==> config.mk <==
export PLATFORM = sky130hd
export DESIGN_NAME = fifo_with_remove_at_position_top
export DESIGN_NICKNAME = d
export VERILOG_FILES = /design/src/rtl/core/fwrpos_pkg.sv /design/src/rtl/core/fifo_with_remove_at_position_top.sv /design/src/rtl/core/fwrpos_ram.sv /design/src/rtl/core/fwrpos_ctrl.sv
export SDC_FILE = /design/constraint.sdc
export NUM_CORES = 1
export LEC_CHECK = 0
export BUFFER_PORTS_ARGS = -buffer_cell sky130_fd_sc_hd__buf_2
export CAP_MARGIN = 25
export CORE_MARGIN = 1.5
export CORE_UTILIZATION = 40
export DETAILED_ROUTE_END_ITERATION = 8
export GPL_ROUTABILITY_DRIVEN = 0
export GPL_TIMING_DRIVEN = 1
export PLACE_DENSITY_LB_ADDON = 0.08
export SETUP_SLACK_MARGIN = 0.1
export SKIP_LAST_GASP = 1
export SLEW_MARGIN = 20
export SYNTH_ARGS = -nofsm -noshare
export SYNTH_HDL_FRONTEND = slang
export SYNTH_SLANG_ARGS = --single-unit
export TNS_END_PERCENT = 30
==> constraint.sdc <==
create_clock -name clk -period 3.8 [get_ports clk]
set_clock_uncertainty 0.1 [all_clocks]
set_input_delay 0.19 -clock clk [delete_from_list [all_inputs] [get_ports clk]]
set_output_delay 0.19 -clock clk [all_outputs]
set_load 0.005 [all_outputs]
==> src/rtl/core/fwrpos_pkg.sv <==
// ----------------------------------------------------------------------------
// fwrpos_pkg
// Shared constants, types and pointer helpers for the FIFO with removal at
// any position.
// ----------------------------------------------------------------------------
package fwrpos_pkg;

    localparam int DEPTH       = 16;
    localparam int VALUE_WIDTH = 16;

    // fixed port widths
    localparam int KIND_W = 1;
    localparam int IVAL_W = 16;
    localparam int POS_W  = 5;
    localparam int STAT_W = 2;
    localparam int RVAL_W = 16;
    localparam int OCC_W  = 5;

    localparam int ADDR_W = (DEPTH > 1) ? $clog2(DEPTH) : 1;
    localparam int CNT_W  = $clog2(DEPTH + 1);
    localparam int CMP_W  = (CNT_W > POS_W) ? CNT_W : POS_W;

    localparam logic [KIND_W-1:0] KIND_INSERT = 1'b0;
    localparam logic [KIND_W-1:0] KIND_REMOVE = 1'b1;

    typedef enum logic [STAT_W-1:0] {
        ST_OK    = 2'd0,
        ST_FULL  = 2'd1,
        ST_EMPTY = 2'd2,
        ST_RANGE = 2'd3
    } status_t;

    typedef enum logic [1:0] {
        S_IDLE,
        S_CAPTURE,
        S_SHIFT,
        S_RESP
    } state_t;

    typedef struct packed {
        status_t                status;
        logic [VALUE_WIDTH-1:0] removed_value;
        logic [CNT_W-1:0]       occupancy;
    } res_t;

    typedef struct packed {
        logic                   we;
        logic [ADDR_W-1:0]      waddr;
        logic [VALUE_WIDTH-1:0] wdata;
        logic                   re;
        logic [ADDR_W-1:0]      raddr;
    } ram_req_t;

    // circular increment
    function automatic logic [ADDR_W-1:0] ptr_inc(input logic [ADDR_W-1:0] a);
        logic [ADDR_W-1:0] r;
        if (a == ADDR_W'(DEPTH - 1))
            r = '0;
        else
            r = a + 1'b1;
        return r;
    endfunction

    // circular add, offset below DEPTH
    function automatic logic [ADDR_W-1:0] ptr_add(input logic [ADDR_W-1:0] a,
                                                  input logic [ADDR_W-1:0] off);
        logic [ADDR_W:0] s;
        s = {1'b0, a} + {1'b0, off};
        if (s >= (ADDR_W+1)'(DEPTH))
            s = s - (ADDR_W+1)'(DEPTH);
        return s[ADDR_W-1:0];
    endfunction

endpackage

==> src/rtl/core/fifo_with_remove_at_position_top.sv <==
// Insert, refused insert, empty or out-of-range remove: IDLE, then RESP, then the output register.
// Remove at position p of n entries: IDLE, CAPTURE, a SHIFT step for each of the n - p later entries,
// then RESP; a dequeue (p = 1) only moves the head and skips SHIFT. The sweep moves one slot per cycle.
// One word in flight: no new word is taken until the last result has left RESP;
// a new word is taken while the last result waits in the output register.
// Reset (rst_n, async, active low) empties the queue; RAM contents are not cleared.
// ----------------------------------------------------------------------------
// fifo_with_remove_at_position_top
// Bounded FIFO whose entries sit in a circular RAM; any entry may be pulled
// out by position and the later entries close up behind it.
// ----------------------------------------------------------------------------
module fifo_with_remove_at_position_top (
    input  logic                               clk,
    input  logic                               rst_n,
    // input channel
    input  logic                               in_valid,
    output logic                               in_ready,
    input  logic [fwrpos_pkg::KIND_W-1:0]      kind,
    input  logic [fwrpos_pkg::IVAL_W-1:0]      item_value,
    input  logic [fwrpos_pkg::POS_W-1:0]       position,
    // result channel
    output logic                               out_valid,
    input  logic                               out_ready,
    output logic [fwrpos_pkg::STAT_W-1:0]      status,
    output logic [fwrpos_pkg::RVAL_W-1:0]      removed_value,
    output logic [fwrpos_pkg::OCC_W-1:0]       occupancy
);

    fwrpos_pkg::ram_req_t                  ram_req;
    logic [fwrpos_pkg::VALUE_WIDTH-1:0]    ram_rdata;

    logic                                  res_valid;
    logic                                  res_take;
    fwrpos_pkg::res_t                      res;

    // output word register
    logic                                  out_valid_reg, out_valid_next;
    fwrpos_pkg::res_t                      out_res_reg, out_res_next;
    logic                                  slot_free;

    fwrpos_ram #(
        .DEPTH_P (fwrpos_pkg::DEPTH),
        .WIDTH_P (fwrpos_pkg::VALUE_WIDTH),
        .ADDR_P  (fwrpos_pkg::ADDR_W)
    ) u_ram (
        .clk   (clk),
        .we    (ram_req.we),
        .waddr (ram_req.waddr),
        .wdata (ram_req.wdata),
        .re    (ram_req.re),
        .raddr (ram_req.raddr),
        .rdata (ram_rdata)
    );

    fwrpos_ctrl u_ctrl (
        .clk        (clk),
        .rst_n      (rst_n),
        .in_valid   (in_valid),
        .in_ready   (in_ready),
        .kind       (kind),
        .item_value (item_value),
        .position   (position),
        .ram_req    (ram_req),
        .ram_rdata  (ram_rdata),
        .res_valid  (res_valid),
        .res_take   (res_take),
        .res        (res)
    );

    // the result register frees up on the same cycle it is drained
    assign slot_free = !out_valid_reg || out_ready;
    assign res_take  = res_valid && slot_free;

    always_comb
    begin
        out_valid_next = out_valid_reg;
        out_res_next   = out_res_reg;
        if (res_take)
        begin
            out_valid_next = 1'b1;
            out_res_next   = res;
        end
        else if (out_ready)
            out_valid_next = 1'b0;
    end

    always_ff @(posedge clk or negedge rst_n)
    begin
        if (!rst_n)
            out_valid_reg <= 1'b0;
        else
            out_valid_reg <= out_valid_next;
    end

    always_ff @(posedge clk)
    begin
        out_res_reg <= out_res_next;
    end

    assign out_valid     = out_valid_reg;
    assign status        = out_res_reg.status;
    assign removed_value = fwrpos_pkg::RVAL_W'(out_res_reg.removed_value);
    assign occupancy     = fwrpos_pkg::OCC_W'(out_res_reg.occupancy);

endmodule

==> src/rtl/core/fwrpos_ram.sv <==
// ----------------------------------------------------------------------------
// fwrpos_ram
// Simple dual-port synchronous RAM, one write and one read port, registered
// read data.
// ----------------------------------------------------------------------------
module fwrpos_ram #(
    parameter int DEPTH_P = 16,
    parameter int WIDTH_P = 16,
    parameter int ADDR_P  = 4
) (
    input  logic               clk,
    input  logic               we,
    input  logic [ADDR_P-1:0]  waddr,
    input  logic [WIDTH_P-1:0] wdata,
    input  logic               re,
    input  logic [ADDR_P-1:0]  raddr,
    output logic [WIDTH_P-1:0] rdata
);

    logic [WIDTH_P-1:0] mem [DEPTH_P];
    logic [WIDTH_P-1:0] rdata_reg;

    always_ff @(posedge clk)
    begin
        if (we)
            mem[waddr] <= wdata;
    end

    always_ff @(posedge clk)
    begin
        if (re)
            rdata_reg <= mem[raddr];
    end

    assign rdata = rdata_reg;

endmodule

==> src/rtl/core/fwrpos_ctrl.sv <==
// ----------------------------------------------------------------------------
// fwrpos_ctrl
// Sequencer: head/count bookkeeping, range checks, and the read-then-write
// sweep that closes the gap after a removal.
// ----------------------------------------------------------------------------
module fwrpos_ctrl (
    input  logic                                 clk,
    input  logic                                 rst_n,
    input  logic                                 in_valid,
    output logic                                 in_ready,
    input  logic [fwrpos_pkg::KIND_W-1:0]        kind,
    input  logic [fwrpos_pkg::IVAL_W-1:0]        item_value,
    input  logic [fwrpos_pkg::POS_W-1:0]         position,
    output fwrpos_pkg::ram_req_t                 ram_req,
    input  logic [fwrpos_pkg::VALUE_WIDTH-1:0]   ram_rdata,
    output logic                                 res_valid,
    input  logic                                 res_take,
    output fwrpos_pkg::res_t                     res
);

    fwrpos_pkg::state_t                    state_reg, state_next;
    logic [fwrpos_pkg::ADDR_W-1:0]         head_reg, head_next;
    logic [fwrpos_pkg::CNT_W-1:0]          count_reg, count_next;
    logic [fwrpos_pkg::ADDR_W-1:0]         rd_ptr_reg, rd_ptr_next;
    logic [fwrpos_pkg::ADDR_W-1:0]         wr_ptr_reg, wr_ptr_next;
    logic [fwrpos_pkg::CNT_W-1:0]          left_reg, left_next;
    logic                                  adv_reg, adv_next;
    fwrpos_pkg::res_t                      res_reg, res_next;

    logic                                  accept;
    logic                                  is_full;
    logic                                  is_empty;
    logic                                  pos_bad;
    logic [fwrpos_pkg::ADDR_W-1:0]         tail_addr;
    logic [fwrpos_pkg::ADDR_W-1:0]         pos_addr;
    logic [fwrpos_pkg::CNT_W-1:0]          pos_c;

    assign in_ready  = (state_reg == fwrpos_pkg::S_IDLE);
    assign accept    = in_valid && in_ready;
    assign res_valid = (state_reg == fwrpos_pkg::S_RESP);
    assign res       = res_reg;

    assign is_full  = (count_reg == fwrpos_pkg::CNT_W'(fwrpos_pkg::DEPTH));
    assign is_empty = (count_reg == '0);
    assign pos_bad  = (position == '0)
                   || (fwrpos_pkg::CMP_W'(position) > fwrpos_pkg::CMP_W'(count_reg));
    // only used once the position is known to lie in 1..count
    assign pos_c     = fwrpos_pkg::CNT_W'(position);
    assign tail_addr = fwrpos_pkg::ptr_add(head_reg, fwrpos_pkg::ADDR_W'(count_reg));
    assign pos_addr  = fwrpos_pkg::ptr_add(head_reg,
                                           fwrpos_pkg::ADDR_W'(pos_c - 1'b1));

    // next state
    always_comb
    begin
        state_next = state_reg;
        case (state_reg)
            fwrpos_pkg::S_IDLE:
            begin
                if (accept)
                begin
                    if (kind == fwrpos_pkg::KIND_REMOVE && !is_empty && !pos_bad)
                        state_next = fwrpos_pkg::S_CAPTURE;
                    else
                        state_next = fwrpos_pkg::S_RESP;
                end
            end
            fwrpos_pkg::S_CAPTURE:
            begin
                if (left_reg != '0)
                    state_next = fwrpos_pkg::S_SHIFT;
                else
                    state_next = fwrpos_pkg::S_RESP;
            end
            fwrpos_pkg::S_SHIFT:
            begin
                if (left_reg == fwrpos_pkg::CNT_W'(1))
                    state_next = fwrpos_pkg::S_RESP;
            end
            fwrpos_pkg::S_RESP:
            begin
                if (res_take)
                    state_next = fwrpos_pkg::S_IDLE;
            end
            default:
                state_next = fwrpos_pkg::S_IDLE;
        endcase
    end

    // datapath and RAM control
    always_comb
    begin
        head_next   = head_reg;
        count_next  = count_reg;
        rd_ptr_next = rd_ptr_reg;
        wr_ptr_next = wr_ptr_reg;
        left_next   = left_reg;
        adv_next    = adv_reg;
        res_next    = res_reg;
        ram_req     = '0;
        case (state_reg)
            fwrpos_pkg::S_IDLE:
            begin
                if (accept)
                begin
                    res_next.removed_value = '0;
                    res_next.occupancy     = count_reg;
                    res_next.status        = fwrpos_pkg::ST_OK;
                    if (kind == fwrpos_pkg::KIND_INSERT)
                    begin
                        if (is_full)
                            res_next.status = fwrpos_pkg::ST_FULL;
                        else
                        begin
                            ram_req.we         = 1'b1;
                            ram_req.waddr      = tail_addr;
                            ram_req.wdata      = fwrpos_pkg::VALUE_WIDTH'(item_value);
                            count_next         = count_reg + 1'b1;
                            res_next.occupancy = count_reg + 1'b1;
                        end
                    end
                    else if (is_empty)
                        res_next.status = fwrpos_pkg::ST_EMPTY;
                    else if (pos_bad)
                        res_next.status = fwrpos_pkg::ST_RANGE;
                    else
                    begin
                        ram_req.re    = 1'b1;
                        ram_req.raddr = pos_addr;
                        rd_ptr_next   = fwrpos_pkg::ptr_inc(pos_addr);
                        wr_ptr_next   = pos_addr;
                        // a plain dequeue just moves the head
                        adv_next      = (pos_c == fwrpos_pkg::CNT_W'(1));
                        left_next     = (pos_c == fwrpos_pkg::CNT_W'(1)) ? '0
                                                                         : count_reg - pos_c;
                    end
                end
            end
            fwrpos_pkg::S_CAPTURE:
            begin
                res_next.removed_value = ram_rdata;
                if (left_reg != '0)
                begin
                    ram_req.re    = 1'b1;
                    ram_req.raddr = rd_ptr_reg;
                    rd_ptr_next   = fwrpos_pkg::ptr_inc(rd_ptr_reg);
                end
                else
                begin
                    count_next         = count_reg - 1'b1;
                    res_next.occupancy = count_reg - 1'b1;
                    if (adv_reg)
                        head_next = fwrpos_pkg::ptr_inc(head_reg);
                end
            end
            fwrpos_pkg::S_SHIFT:
            begin
                // word read last cycle drops one slot toward the head
                ram_req.we    = 1'b1;
                ram_req.waddr = wr_ptr_reg;
                ram_req.wdata = ram_rdata;
                wr_ptr_next   = fwrpos_pkg::ptr_inc(wr_ptr_reg);
                left_next     = left_reg - 1'b1;
                if (left_reg > fwrpos_pkg::CNT_W'(1))
                begin
                    ram_req.re    = 1'b1;
                    ram_req.raddr = rd_ptr_reg;
                    rd_ptr_next   = fwrpos_pkg::ptr_inc(rd_ptr_reg);
                end
                else
                begin
                    count_next         = count_reg - 1'b1;
                    res_next.occupancy = count_reg - 1'b1;
                end
            end
            fwrpos_pkg::S_RESP:
            begin
            end
            default:
            begin
            end
        endcase
    end

    always_ff @(posedge clk or negedge rst_n)
    begin
        if (!rst_n)
        begin
            state_reg <= fwrpos_pkg::S_IDLE;
            head_reg  <= '0;
            count_reg <= '0;
        end
        else
        begin
            state_reg <= state_next;
            head_reg  <= head_next;
            count_reg <= count_next;
        end
    end

    always_ff @(posedge clk)
    begin
        rd_ptr_reg <= rd_ptr_next;
        wr_ptr_reg <= wr_ptr_next;
        left_reg   <= left_next;
        adv_reg    <= adv_next;
        res_reg    <= res_next;
    end

    // occupancy bounded by the store depth
    a_count_bound: assert property (@(posedge clk) disable iff (!rst_n)
        count_reg <= fwrpos_pkg::CNT_W'(fwrpos_pkg::DEPTH))
        else $error("occupancy above depth");

    // occupancy moves by at most one per cycle
    a_count_step: assert property (@(posedge clk) disable iff (!rst_n)
        (count_reg != $past(count_reg)) |->
            (count_reg == $past(count_reg) + 1'b1 || count_reg + 1'b1 == $past(count_reg)))
        else $error("occupancy jumped");

    // during the sweep, read and write never hit the same slot
    a_sweep_addr: assert property (@(posedge clk) disable iff (!rst_n)
        (state_reg == fwrpos_pkg::S_SHIFT && ram_req.re) |-> (ram_req.raddr != ram_req.waddr))
        else $error("sweep read/write collision");

    // an accepted word always leaves idle
    a_accept_busy: assert property (@(posedge clk) disable iff (!rst_n)
        accept |=> (state_reg != fwrpos_pkg::S_IDLE))
        else $error("accepted word not taken up");

endmodule

# Yosys cells after proc, flatten, opt, wreduce, memory -nomap -nowiden
# Memory sizes are Yosys's and may differ from the RTL's. A register that Yosys moved wholly into a read port is not among the register bits.
# Index checks and enable logic that the tools add are counted.
totals:
  elab_cells: 137
  inputBits: 26
  output_inout_bits: 25
  ramBits: 256
  memories: 1
  regBits: 72
op_classes:
  mux: 57
  eq_ne: 20
  n_reduce_logical: 25
  order_cmp: 4
  bitwise: 3
  add_sub_neg: 13
mem_list:
  columns: ["name", "depth", "width", "rd", "rd_clocked_by_memory_dff", "write_ports", "line", "rtl"]
  rows:
  - ["u_ram.mem", 16, 16, 1, 1, 1, "fwrpos_ram.sv:20", "logic [WIDTH_P-1:0] mem [DEPTH_P];"]
op_table:
  columns: ["operator", "n"]
  rows:
  - ["5-bit two-way mux", 15]
  - ["4-bit two-way mux", 16]
  - ["21-bit two-way mux", 3]
  - ["5-bit case mux with 3 select lines", 3]
  - ["21-bit case mux with 2 select lines", 1]
  - ["16-bit case mux with 2 select lines", 1]
  - ["26-bit two-way mux", 1]
  - ["4-bit by 1-bit adder with 4-bit output, second input constant", 4]
  - ["4-bit equality test, second input constant", 4]
  - ["2-bit two-way mux", 7]
  - ["2-bit != test, second input constant", 6]
  - ["4-bit case mux with 3 select lines", 1]
  - ["4-bit by 1-bit subtractor with 4-bit output, second input constant", 3]
  - ["4-bit by 4-bit adder with 5-bit output", 2]
  - ["5-bit by 1-bit equality test with 1-bit output, second input constant", 2]
  - ["5-bit >= comparator, second input constant", 2]
  - ["5-bit zero test", 2]
  - ["5-bit case mux with 2 select lines", 1]
  - ["5-bit AND reduction", 2]
  - ["5-bit by 1-bit subtractor with 5-bit output, second input constant", 2]
  - ["2-bit by 1-bit != test with 1-bit output, second input constant", 4]
  - ["2-bit case mux with 4 select lines", 1]
  - ["4-bit case mux with 2 select lines", 1]
  - ["7-bit AND reduction", 1]
  - ["other kinds (19)", 37]

# Longest topological paths before layout
# Gate-level depths: netlist (run 1).
logic_depth:
  ltp_word: 11
  depth_mapped: 14
  ltp_nobuf: 12

# Hierarchy
# Synthesis (run 1) repeated with hierarchy kept, for this count alone.
hier_totals:
  cells_unflattened: 767
  area_unflattened_um2: 14173.6
by_module_without_submodules:
  columns: ["mod", "area_each_um2", "n_inst", "cells_each", "seq_area_each_um2"]
  rows:
  - ["fwrpos_ram", 10202.3, 1, 432, 8167.8]
  - ["fwrpos_ctrl", 3236.9, 1, 308, 1386.3]
  - ["fifo_with_remove_at_position_top", 734.5, 1, 27, 715.7]

# Worst setup path before layout (run 1)
# Ideal clock, no wire load.
synth_timing:
  kind: "register to register"
  from: "register u_ctrl.count_reg[1] (netlist name)"
  to: "memory u_ram.mem[0][0], enable pin"
  path_buffers: 0
  slack_ps: 557
  stages_incl_launch_ff: 9
  required_time_ps: 3312
  arrival_ps: 2754
  synth_period_minus_slack_ps: 3243
  setup_ps: 388
  cell_sequence: "dfrtp_1 inv_1 ha_1 nor3b_1 a21oi_1 and2_0 a22o_1 or2_2 nor2_1"
synth_via:
  elab_chain_len: 7
  elab_cells_between_ends: 11
  cone_classes: "2 x add/sub; 1 x order compare; 1 x eq/ne; 7 x mux"
synth_rtl:
  columns: ["element", "line", "rtl"]
  rows:
  - ["from (decl)", "fwrpos_ctrl.sv:23", "logic [fwrpos_pkg::CNT_W-1:0] count_reg, count_next;"]
  - ["from (signal assigned)", "fwrpos_ctrl.sv:197", "count_reg <= count_next;"]
  - ["4-bit by 4-bit adder with 5-bit output / 5-bit equality test (equally long branches)", "fwrpos_pkg.sv:68, fwrpos_ctrl.sv:43", null]
  - ["4-bit by 1-bit subtractor with 4-bit output, or another cell as far along", "fwrpos_pkg.sv:70", "s = s - (ADDR_W+1)'(DEPTH);"]
  - ["4-bit two-way mux / 21-bit two-way mux (equally long branches)", "fwrpos_pkg.sv:69, fwrpos_ctrl.sv:109", null]
  - ["21-bit two-way mux *", "fwrpos_ctrl.sv:111", "if (is_full)"]
  - ["21-bit two-way mux *", "fwrpos_ctrl.sv:109", "if (kind == fwrpos_pkg::KIND_INSERT)"]
  - ["26-bit two-way mux *", "fwrpos_ctrl.sv:104", "if (accept)"]
  - ["21-bit case mux with 2 select lines *", "fwrpos_ctrl.sv:101", "case (state_reg)"]
  - ["to (decl)", "fwrpos_ram.sv:20", null]
# Every way passes the cells marked *; elsewhere a longest branch is shown, timed or not.

# Final worst setup path (run 1)
layout_timing:
  from: "register u_ctrl.count_reg[0] (netlist name)"
  to: "memory u_ram.mem[5][11], enable pin"
# The elaborated chain is that of the path after synthesis.

==> results by group, run 1 <==
Setup path
  • CP endpoint kind: flip-flop
  • Crit path required time: just under 4 ns
  • CP arrival: about 3.5 ns
  • Crit start category: flip-flop
  • Kind of critical path: reg -> reg
  • Crit-path max FO: 11

Timing
  • Final Slew Violations: 0
  • Final setup violation count: 0
  • Slew @ Worst Pin: around 0.71 ns
  • Final Hold Violating Endpoints: 0
  • Relative slew margins: 0.523
  • Worst setup margin: approximately 0.38 ns
  • Crit share post-route: 0.899
  • Crit path time final: between 3 and 4 ns
  • F_max: roughly 290 MHz
  • Setup TNS: 0 ns
  • RSZ-0062 raised after global routing: no

Power
  • Leakage: 6.18 nW
  • Power Dens Cells: around 900 nW/um^2
  • Peak supply drop: roughly 420 uV

Final layout
  • Share of cells above drive strength 1: 0.183
  • Fill cells: approximately 3200
  • # nets final: 1254
  • Commonest non-fill, non-tap cells in the layout: 332 x edfxtp_1, 113 x nand2_1, 73 x o21ai_0, 53 x inv_1, 53 x a21oi_1
  • Max FFs per register: between 200 and 300
  • Non-filler instance count after layout: ~1700
  • Commonest non-fill, non-tap cell in the layout: edfxtp_1
  • Area delta synth->final: 16.4%
  • # diodes: 0

Clock network
  • H-tree Lvls: 2
  • Cts hold-fix bufs: 6
  • PostCTS Resize Cnt: 0
  • Clk_lat worst skew: approximately 0.54 ns
  • Root Driver: clkbuf_16
  • Clk slew on worst S/H paths: approximately 0.060 ns
  • Setup Fix Bufs, Post-CTS: 0
  • Clk sinks: between 300 and 400
  • CTS buffer count: 38
  • CTS Buffer Depth: 3
  • CTS tree: built

Routing
  • Residual DRC: 0
  • DRT antenna net count: 0
  • DR iter-0 viols: slightly below 900
  • Vias per Instance: 5.56
  • Routed via count: 9423
  • DRT Pass-1 Iters: 5
  • Wire length per cell: ~24 um
  • Final wirelength: just over 40000 um

Synth
  • Number of flops mapped to enable cells by yosys: 332
  • Avg Cell Area, Syn: roughly 13 um^2
  • Post-synth top flop: edfxtp_1
  • Net Count, Synth: roughly 1200
  • Synth Instances: 1114
  • Asr flop ratio synth: 0.0349
  • Synth Cell Area: between 10000 and 15000 um^2
  • Seq cells post-synth: 344
  • Synth unique cells: 68
  • Yosys warns: 0
  • Seq/Total Area, Yosys: 0.688

Floorplan
  • Floorplan row count: 70
  • Initial Util: 0.407
  • Die height: a little under 200 um
  • Die width: 196 um
  • Core area: roughly 37000 um^2
  • I/O pins: 51
  • Die ar.: 38500 um^2

Placed design
  • Setup slack after placement: slightly below 0.4 ns
  • Port Buf Inserts: 50
  • Placed wire-length estimate: ~24000 um
  • Dpl cells: 1622

Global routing
  • Overflow after GRT: 0
  • Tot GR Track Use: 0.212
  • First-pass GRT wire length: roughly 60000 um
  • Antenna violations before repair: 0
  • Largest net degree at the start of global routing: 65
  • Vias in the first global route: between 9000 and 10000

Outcome
  • Status: completed

Job
  • MaxCap Viol Count: 0

Worst hold path
  • Hold WC Path Type: in -> async
per-stage QoR:
stage          hold WS, ns  utilization  cell area (um^2)  total power [mW]
6_report            0.0196        0.473             17400              15.4
5_1_grt             0.0309        0.473             17400              16.3
4_1_cts            0.00644        0.473             17400              15.5
3_5_place_dp        0.0367        0.437             16000              11.8
3_3_place_gp        0.0286        0.437             16000              11.8
2_1_floorplan       -0.206            -             14900              9.47
cells by family (layout without fill, tap and decap cells):
logic type,after synthesis,after routing,share of synthesized area
xor gates and xnor gates,22,22,0.0134
DFF,344,344,0.688
adders and majority gates,28,28,0.0250
muxes,4,4,0.00302
buffers and inverters,120,234,0.0336
AOI/OAI and AO/OA,269,269,0.128
and+or+nand+nor,327,327,0.109
where the power goes:
part,internal [mW],total [mW],switching (mW),leakage [nW]
logic,1.87,5.79,3.92,2.33
clock network,2.23,3.72,1.50,0.611
registers,5.51,5.91,0.401,3.24
per-layer routing:
metal	global-route usage	vias to the layer above	wire, um
met2	0.323	288	18000
met3	0.0378	49	2490
li1	-	4380	-
met5	0	-	0
met1	0.316	4706	19100
met4	0.0490	0	597
cell type report:
type | count | area (um^2) | share of cell area
Sequential cell | 344 | 10300 | 0.591
Multi-Input combinational cell | 650 | 4230 | 0.243
Clock buffer | 47 | 1010 | 0.0579
Timing Repair Buffer | 112 | 818 | 0.0471
Tap cell | 468 | 586 | 0.0337
Clock inverter | 21 | 248 | 0.0143
Inverter | 54 | 208 | 0.0120
cells in the mapped netlist, types with 3 or more instances:
cell	n	area [um^2]
a31oi_1	3	18.8
nand2_1	113	424
dfrtp_1	12	300
nand2b_1	4	25.0
mux2_2	4	45.0
nand3_1	45	225
xnor2_1	12	105
o211ai_1	34	255
inv_1	53	199
or3_1	5	31.3
nor4_1	4	25.0
a311oi_1	5	43.8
xor2_1	9	78.8
a21oi_1	55	275
o221ai_1	15	131
clkbuf_1	38	143
nor2_1	66	248
and2_1	17	106
nor3_1	41	205
buf_2	25	125
fa_1	3	60.1
nor2b_1	4	25.0
a21oi_2	10	87.6
o31ai_1	4	30.0
ha_1	25	313
o311a_1	16	160
a21o_1	9	67.6
nor4_2	12	150
o21ai_0	74	370
edfxtp_1	332	9970
a22o_1	21	184
path summary, 6_finish.rpt:
path                                     start                  end  slack [ns]  depth (start not counted)
max                        u_ctrl.count_reg[0]     u_ram.mem[5][11]        0.38                         10
min                                      rst_n  u_ctrl.state_reg[1]        0.02                          2
max reg2reg                u_ctrl.count_reg[0]     u_ram.mem[5][11]        0.38                         10
min reg2reg                      u_ctrl.res[3]         occupancy[3]        0.31                          0
max in group asynchronous                rst_n  u_ctrl.count_reg[3]        3.31                          2
min in group clk                   position[0]   u_ctrl.left_reg[0]        0.23                          4
worst max-delay path, cell delays in order (launching register included):
cell and delay, ns:
dfrtp_1 0.52, inv_1 0.11, ha_1 0.26, nor3b_1 0.16, a21oi_1 0.30, and2_0 0.47
buf_4 0.29, a22o_1 0.17, nand2_1 0.16, nor2_2 0.21, buf_4 0.32
(Power assumes the default switching activity.)
==> inputs of run 2 (changes only) <==
Settings changed: CORE_ASPECT_RATIO from default to 0.6, HOLD_SLACK_MARGIN from default to 0.06.
==> run 2 against run 1 <==
Compared with the run above:
- routed wire length rose by 8.5%
- cell count rose by 2.4%
- cell area rose by 0.10%
- highest routed layer unchanged
==> results by group, run 2 (same netlist as run 1, synthesis figures left out) <==
Outcome
  • Status: completed

Placed design
  • Port Buf Inserts: 50
  • Setup slack after placement: around 0.11 ns
  • Dpl cells: ~1700
  • Placed wire-length estimate: roughly 28000 um

Power
  • Leakage: between 6 and 7 nW
  • Power Total: between 15 and 20 mW
  • Peak supply drop: between 500 and 600 uV
  • Power Dens Cells: approximately 900 nW/um^2

Floorplan
  • Die height: approximately 150 um
  • Die ar.: between 30000 and 40000 um^2
  • I/O pins: ~50
  • Core area: roughly 37000 um^2
  • Initial Util: 0.408
  • Die width: about 250 um
  • Floorplan row count: between 50 and 60

Final layout
  • Area delta synth->final: 16.5%
  • Non-filler instance count after layout: about 1700
  • # diodes: 0
  • Max FFs per register: 256
  • Fill cells: 3271
  • Share of cells above drive strength 1: 0.183
  • Commonest non-fill, non-tap cells in the layout: 332 x edfxtp_1, 113 x nand2_1, 73 x o21ai_0, 53 x inv_1, 53 x a21oi_1
  • Commonest non-fill, non-tap cell in the layout: edfxtp_1
  • # nets final: ~1300

Clock network
  • Clk sinks: 344
  • Clk_lat worst skew: 0.53 ns
  • Root Driver: clkbuf_16
  • CTS buffer count: 35
  • H-tree Lvls: 2
  • Clk slew on worst S/H paths: 0.06 ns
  • CTS Buffer Depth: 3
  • CTS tree: built

Setup path
  • Buffer and inverter count on the worst path: 3
  • Crit-path max FO: 20
  • Crit start category: flip-flop
  • CP arrival: 3.80 ns
  • Crit path cell chain: inv_1 -> ha_1 -> or4b_4 -> nor2b_4 -> a32o_2 -> nand2b_2 -> buf_12 -> o221ai_1 -> o311a_1 -> nor4_2 -> buf_4
  • Kind of critical path: reg -> reg
  • Crit-path slowest cell: or4b_4
  • CP endpoint kind: flip-flop
  • Top delay family on crit path: simple AND/OR/NAND/NOR gates
  • Slowest stage delay, CP: 0.52 ns
  • Crit path required time: around 4.1 ns

Routing
  • Routed via count: 9643
  • Residual DRC: 0
  • Vias per Instance: between 5 and 6
  • Wire length per cell: approximately 25 um
  • DRT antenna net count: 0
  • DRT Pass-1 Iters: 5
  • Final wirelength: about 44000 um
  • DR iter-0 viols: roughly 1000

Timing
  • Crit share post-route: 0.924
  • Final Hold Violating Endpoints: 0
  • Worst setup margin: 0.289 ns
  • Final setup violation count: 0
  • Slew @ Worst Pin: ~0.8 ns
  • F_max: about 280 MHz
  • Relative slew margins: 0.464
  • Setup TNS: 0 ns
  • Crit path time final: between 3 and 4 ns
  • Hold_ws: around 0.15 ns
  • RSZ-0062 raised after global routing: yes
  • Final Slew Violations: 0

Global routing
  • Antenna violations before repair: 1
  • Largest net degree at the start of global routing: 65
  • Vias in the first global route: roughly 9000
  • Tot GR Track Use: 0.229
  • Overflow after GRT: 0
  • First-pass GRT wire length: 64000 um

Job
  • MaxCap Viol Count: 0

Worst hold path
  • Hold WC Path Type: in -> reg
-- run 2: cell count changes in the layout (fill, tap and decap cells not counted), sizes merged --
cell / previous run / this run
bufinv: 5 / 0
clkbuf: 47 / 44
inv: 54 / 56
clkinv: 15 / 14
dlygate4sd3: 6 / 7
buf: 106 / 117
-- run 2: power breakdown --
part | internal, mW | leakage, nW | switching [mW]
sequential | 5.51 | 3.24 | 0.409
combinational | 2.01 | 2.43 | 4.15
clock | 1.70 | 0.482 | 1.42
-- run 2: worst reg2reg max path, cell delays in order, from the launching register on --
cell and delay, ns:
dfrtp_1 0.49, inv_1 0.20, ha_1 0.25, or4b_4 0.52, nor2b_4 0.16, a32o_2 0.31
nand2b_2 0.38, buf_12 0.24, o221ai_1 0.15, o311a_1 0.22, nor4_2 0.23, buf_4 0.14
-- run 2: metrics by stage --
| stage | util | cell area, um^2 |
|---|---|---|
| after floorplan | - | 14900 |
| after global placement | 0.444 | 16200 |
| after detailed placement | 0.445 | 16300 |
| after CTS | 0.474 | 17300 |
| after global routing | 0.475 | 17400 |
| final | 0.475 | 17400 |
-- run 2: final cells by class --
cell class	count	area, um^2	share of cell area
clock inverter	17	83.8	0.00482
tap	504	631	0.0363
clock buffer	44	910	0.0523
sequential	344	10300	0.591
timing repair buffer	124	1030	0.0590
multi-input combinational	650	4250	0.245
inverter	54	208	0.0120
-- run 2: layer usage --
metal  up-vias  global-route usage  wire (um)
met2       366               0.301      17100
met3        43              0.0482       3570
met4         0              0.0433        641
met5         -                   0          0
met1      4828               0.380      22300
li1       4406                   -          -
-- run 2: timing repair --
action	in CTS	in global routing
hold endpoints to repair	17	0
resized for setup	0	2
hold buffers	7	0
buffers inserted	0	3
endpoints found under the setup margin	0	21
-- run 2: final timing paths --
check / from / slack (ns) / cells after the start / endpoint
min in group asynchronous: rst_n / 0.76 / 3 / u_ctrl.count_reg[2]
max in group asynchronous: rst_n / 2.32 / 3 / u_ctrl.head_reg[1]
min reg2reg: u_ctrl.res[3] / 0.32 / 0 / occupancy[3]
max: u_ctrl.count_reg[1] / 0.29 / 11 / u_ram.rdata[2]
max reg2reg: u_ctrl.count_reg[1] / 0.29 / 11 / u_ram.rdata[2]
min: position[3] / 0.15 / 3 / u_ctrl.left_reg[4]
==> inputs of run 3 (changes only) <==
Clock period 3.8 ns to 3.22 ns, I/O delays scaled along.
==> run 3 against run 2 <==
Compared with the run above:
- via count grew 3.1%
- global-route usage up 0.22 points
- utilization increased by 3.0 points
- worst setup slack worse by 0.19 ns
- register-to-register slack worse by 0.19 ns
- sequential share of layout area shrank 3.5 points
- flip-flop and latch count unchanged
- critical path depth increased by 4
- die area is the same
- first-iteration DRC count decreased by 4.7%
- critical path type unchanged
==> results by group, run 3 (same netlist as run 1, synthesis figures left out) <==
Setup path
  • Crit path cell chain: inv_2 -> ha_2 -> or4b_4 -> nor4b_4 -> o31ai_4 -> buf_6 -> buf_12 -> inv_6 -> a22oi_4 -> buf_12 -> a21oi_2 -> buf_4 -> a21oi_2 -> nor4_2 -> buf_4
  • Crit path required time: approximately 3.4 ns
  • Top delay family on crit path: buffers and inverters
  • Crit start category: flip-flop
  • CP endpoint kind: flip-flop
  • Crit-path max FO: 12
  • Crit-path slowest cell: or4b_4
  • CP arrival: 3.31 ns
  • Slowest stage delay, CP: roughly 0.5 ns
  • Buffer and inverter count on the worst path: 7
  • Kind of critical path: reg -> reg

Clock network
  • Clk_lat worst skew: between 0.5 and 0.6 ns
  • Root Driver: clkbuf_16
  • H-tree Lvls: 2
  • CTS tree: built
  • Clk slew on worst S/H paths: ~0.070 ns
  • CTS buffer count: 35
  • CTS Buffer Depth: 3
  • Clk sinks: about 340

Floorplan
  • Initial Util: 0.408
  • I/O pins: 51
  • Die height: 153 um
  • Core area: approximately 37000 um^2
  • Floorplan row count: 54
  • Die width: around 250 um
  • Die ar.: roughly 39000 um^2

Routing
  • DR iter-0 viols: between 900 and 1000
  • DRT antenna net count: 0
  • Residual DRC: 0
  • Final wirelength: around 46000 um
  • DRT Pass-1 Iters: 5
  • Routed via count: 9940
  • Wire length per cell: ~25 um
  • Vias per Instance: between 5 and 6

Timing
  • Crit share post-route: 0.971
  • Hold_ws: 0.0938 ns
  • Final setup violation count: 0
  • Final Hold Violating Endpoints: 0
  • Slew @ Worst Pin: about 0.76 ns
  • Worst setup margin: 0.0944 ns
  • F_max: between 300 and 400 MHz
  • Crit path time final: approximately 3.1 ns
  • Relative slew margins: 0.491
  • Final Slew Violations: 0
  • RSZ-0062 raised after global routing: yes
  • Setup TNS: 0 ns

Final layout
  • Final Util: 0.505
  • Share of cells above drive strength 1: 0.248
  • Max FFs per register: approximately 260
  • # diodes: 0
  • Final instance area: between 15000 and 20000 um^2
  • # nets final: about 1300
  • Non-filler instance count after layout: 1807
  • Commonest non-fill, non-tap cell in the layout: edfxtp_1
  • Area delta synth->final: 23.8%
  • Commonest non-fill, non-tap cells in the layout: 332 x edfxtp_1, 112 x nand2_1, 91 x buf_4, 72 x o21ai_0, 52 x inv_1

Global routing
  • Tot GR Track Use: 0.231
  • Overflow after GRT: 0
  • Antenna violations before repair: 1
  • Largest net degree at the start of global routing: 40
  • Vias in the first global route: roughly 9400
  • First-pass GRT wire length: 65100 um

Placed design
  • Port Buf Inserts: 50
  • Placed wire-length estimate: 27700 um
  • Post-DP Area: between 15000 and 20000 um^2
  • Dpl cells: roughly 1700
  • Setup slack after placement: approximately 0.0009 ns

Power
  • Leakage: ~6.7 nW
  • Power Total: 19.8 mW
  • Power Dens Cells: 1070 nW/um^2
  • Peak supply drop: 442 uV

Job
  • MaxCap Viol Count: 0

Worst hold path
  • Hold WC Path Type: in -> reg

Outcome
  • Status: completed
-- run 3: changes by cell type in the layout (fill, tap and decap cells not counted), moves of 4 or more --
cell / change
nor4_1: -4
buf_12: +15
a21oi_2: +12
clkbuf_16: +6
clkbuf_1: -4
a21oi_1: -11
buf_4: +41
-- run 3: final cells by class --
class	instances	area [um^2]
repair buffers	193	1880
clock inverters	18	154
inverters	54	208
well taps	504	631
clock buffers	44	961
flip-flops and latches	344	10300
fillers	3178	18100
multi-input cells	650	4360
-- run 3: where the power goes --
| part | internal [mW] | leakage [nW] | switching, mW | total (mW) |
|---|---|---|---|---|
| registers | 6.50 | 3.24 | 0.476 | 6.97 |
| logic | 3.38 | 2.91 | 5.40 | 8.79 |
| clock network | 2.28 | 0.539 | 1.73 | 4.02 |
-- run 3: worst register-to-register path, stage by stage (launching register included) --
cell,delay [ns]
dfrtp_1,0.43
inv_2,0.10
ha_2,0.18
or4b_4,0.50
nor4b_4,0.17
o31ai_4,0.07
buf_6,0.15
buf_12,0.10
inv_6,0.04
a22oi_4,0.23
buf_12,0.19
a21oi_2,0.08
buf_4,0.19
a21oi_2,0.18
nor4_2,0.06
buf_4,0.13
-- run 3: worst paths after layout --
kind                                     startpoint                  end  slack, ns  depth (start not counted)
worst max-delay path            u_ctrl.count_reg[1]      u_ram.rdata[15]       0.09                         15
worst min-delay path                  item_value[4]     u_ram.mem[15][4]       0.09                          3
worst max register to register  u_ctrl.count_reg[1]      u_ram.rdata[15]       0.09                         15
worst min register to register       u_ctrl.res[12]     removed_value[7]       0.32                          0
max in group asynchronous                     rst_n  u_ctrl.count_reg[4]       1.78                          3
min in group asynchronous                     rst_n  u_ctrl.count_reg[2]       0.70                          3
-- run 3: metal layers --
layer | part of all wire | global-route usage
met2 | 0.40 | 0.311
met5 | 0 | 0
met4 | 0.014 | 0.0408
met1 | 0.52 | 0.384
met3 | 0.073 | 0.0417
-- run 3: timing repair --
action / 4_1_cts / 5_1_grt
cloned: 1 / 6
endpoints found under the hold margin: 51 / 0
setup endpoints to repair: 14 / 269
hold buffers: 9 / 0
pin swaps: 4 / 13
gates resized for setup: 6 / 35
buffers inserted: 5 / 14
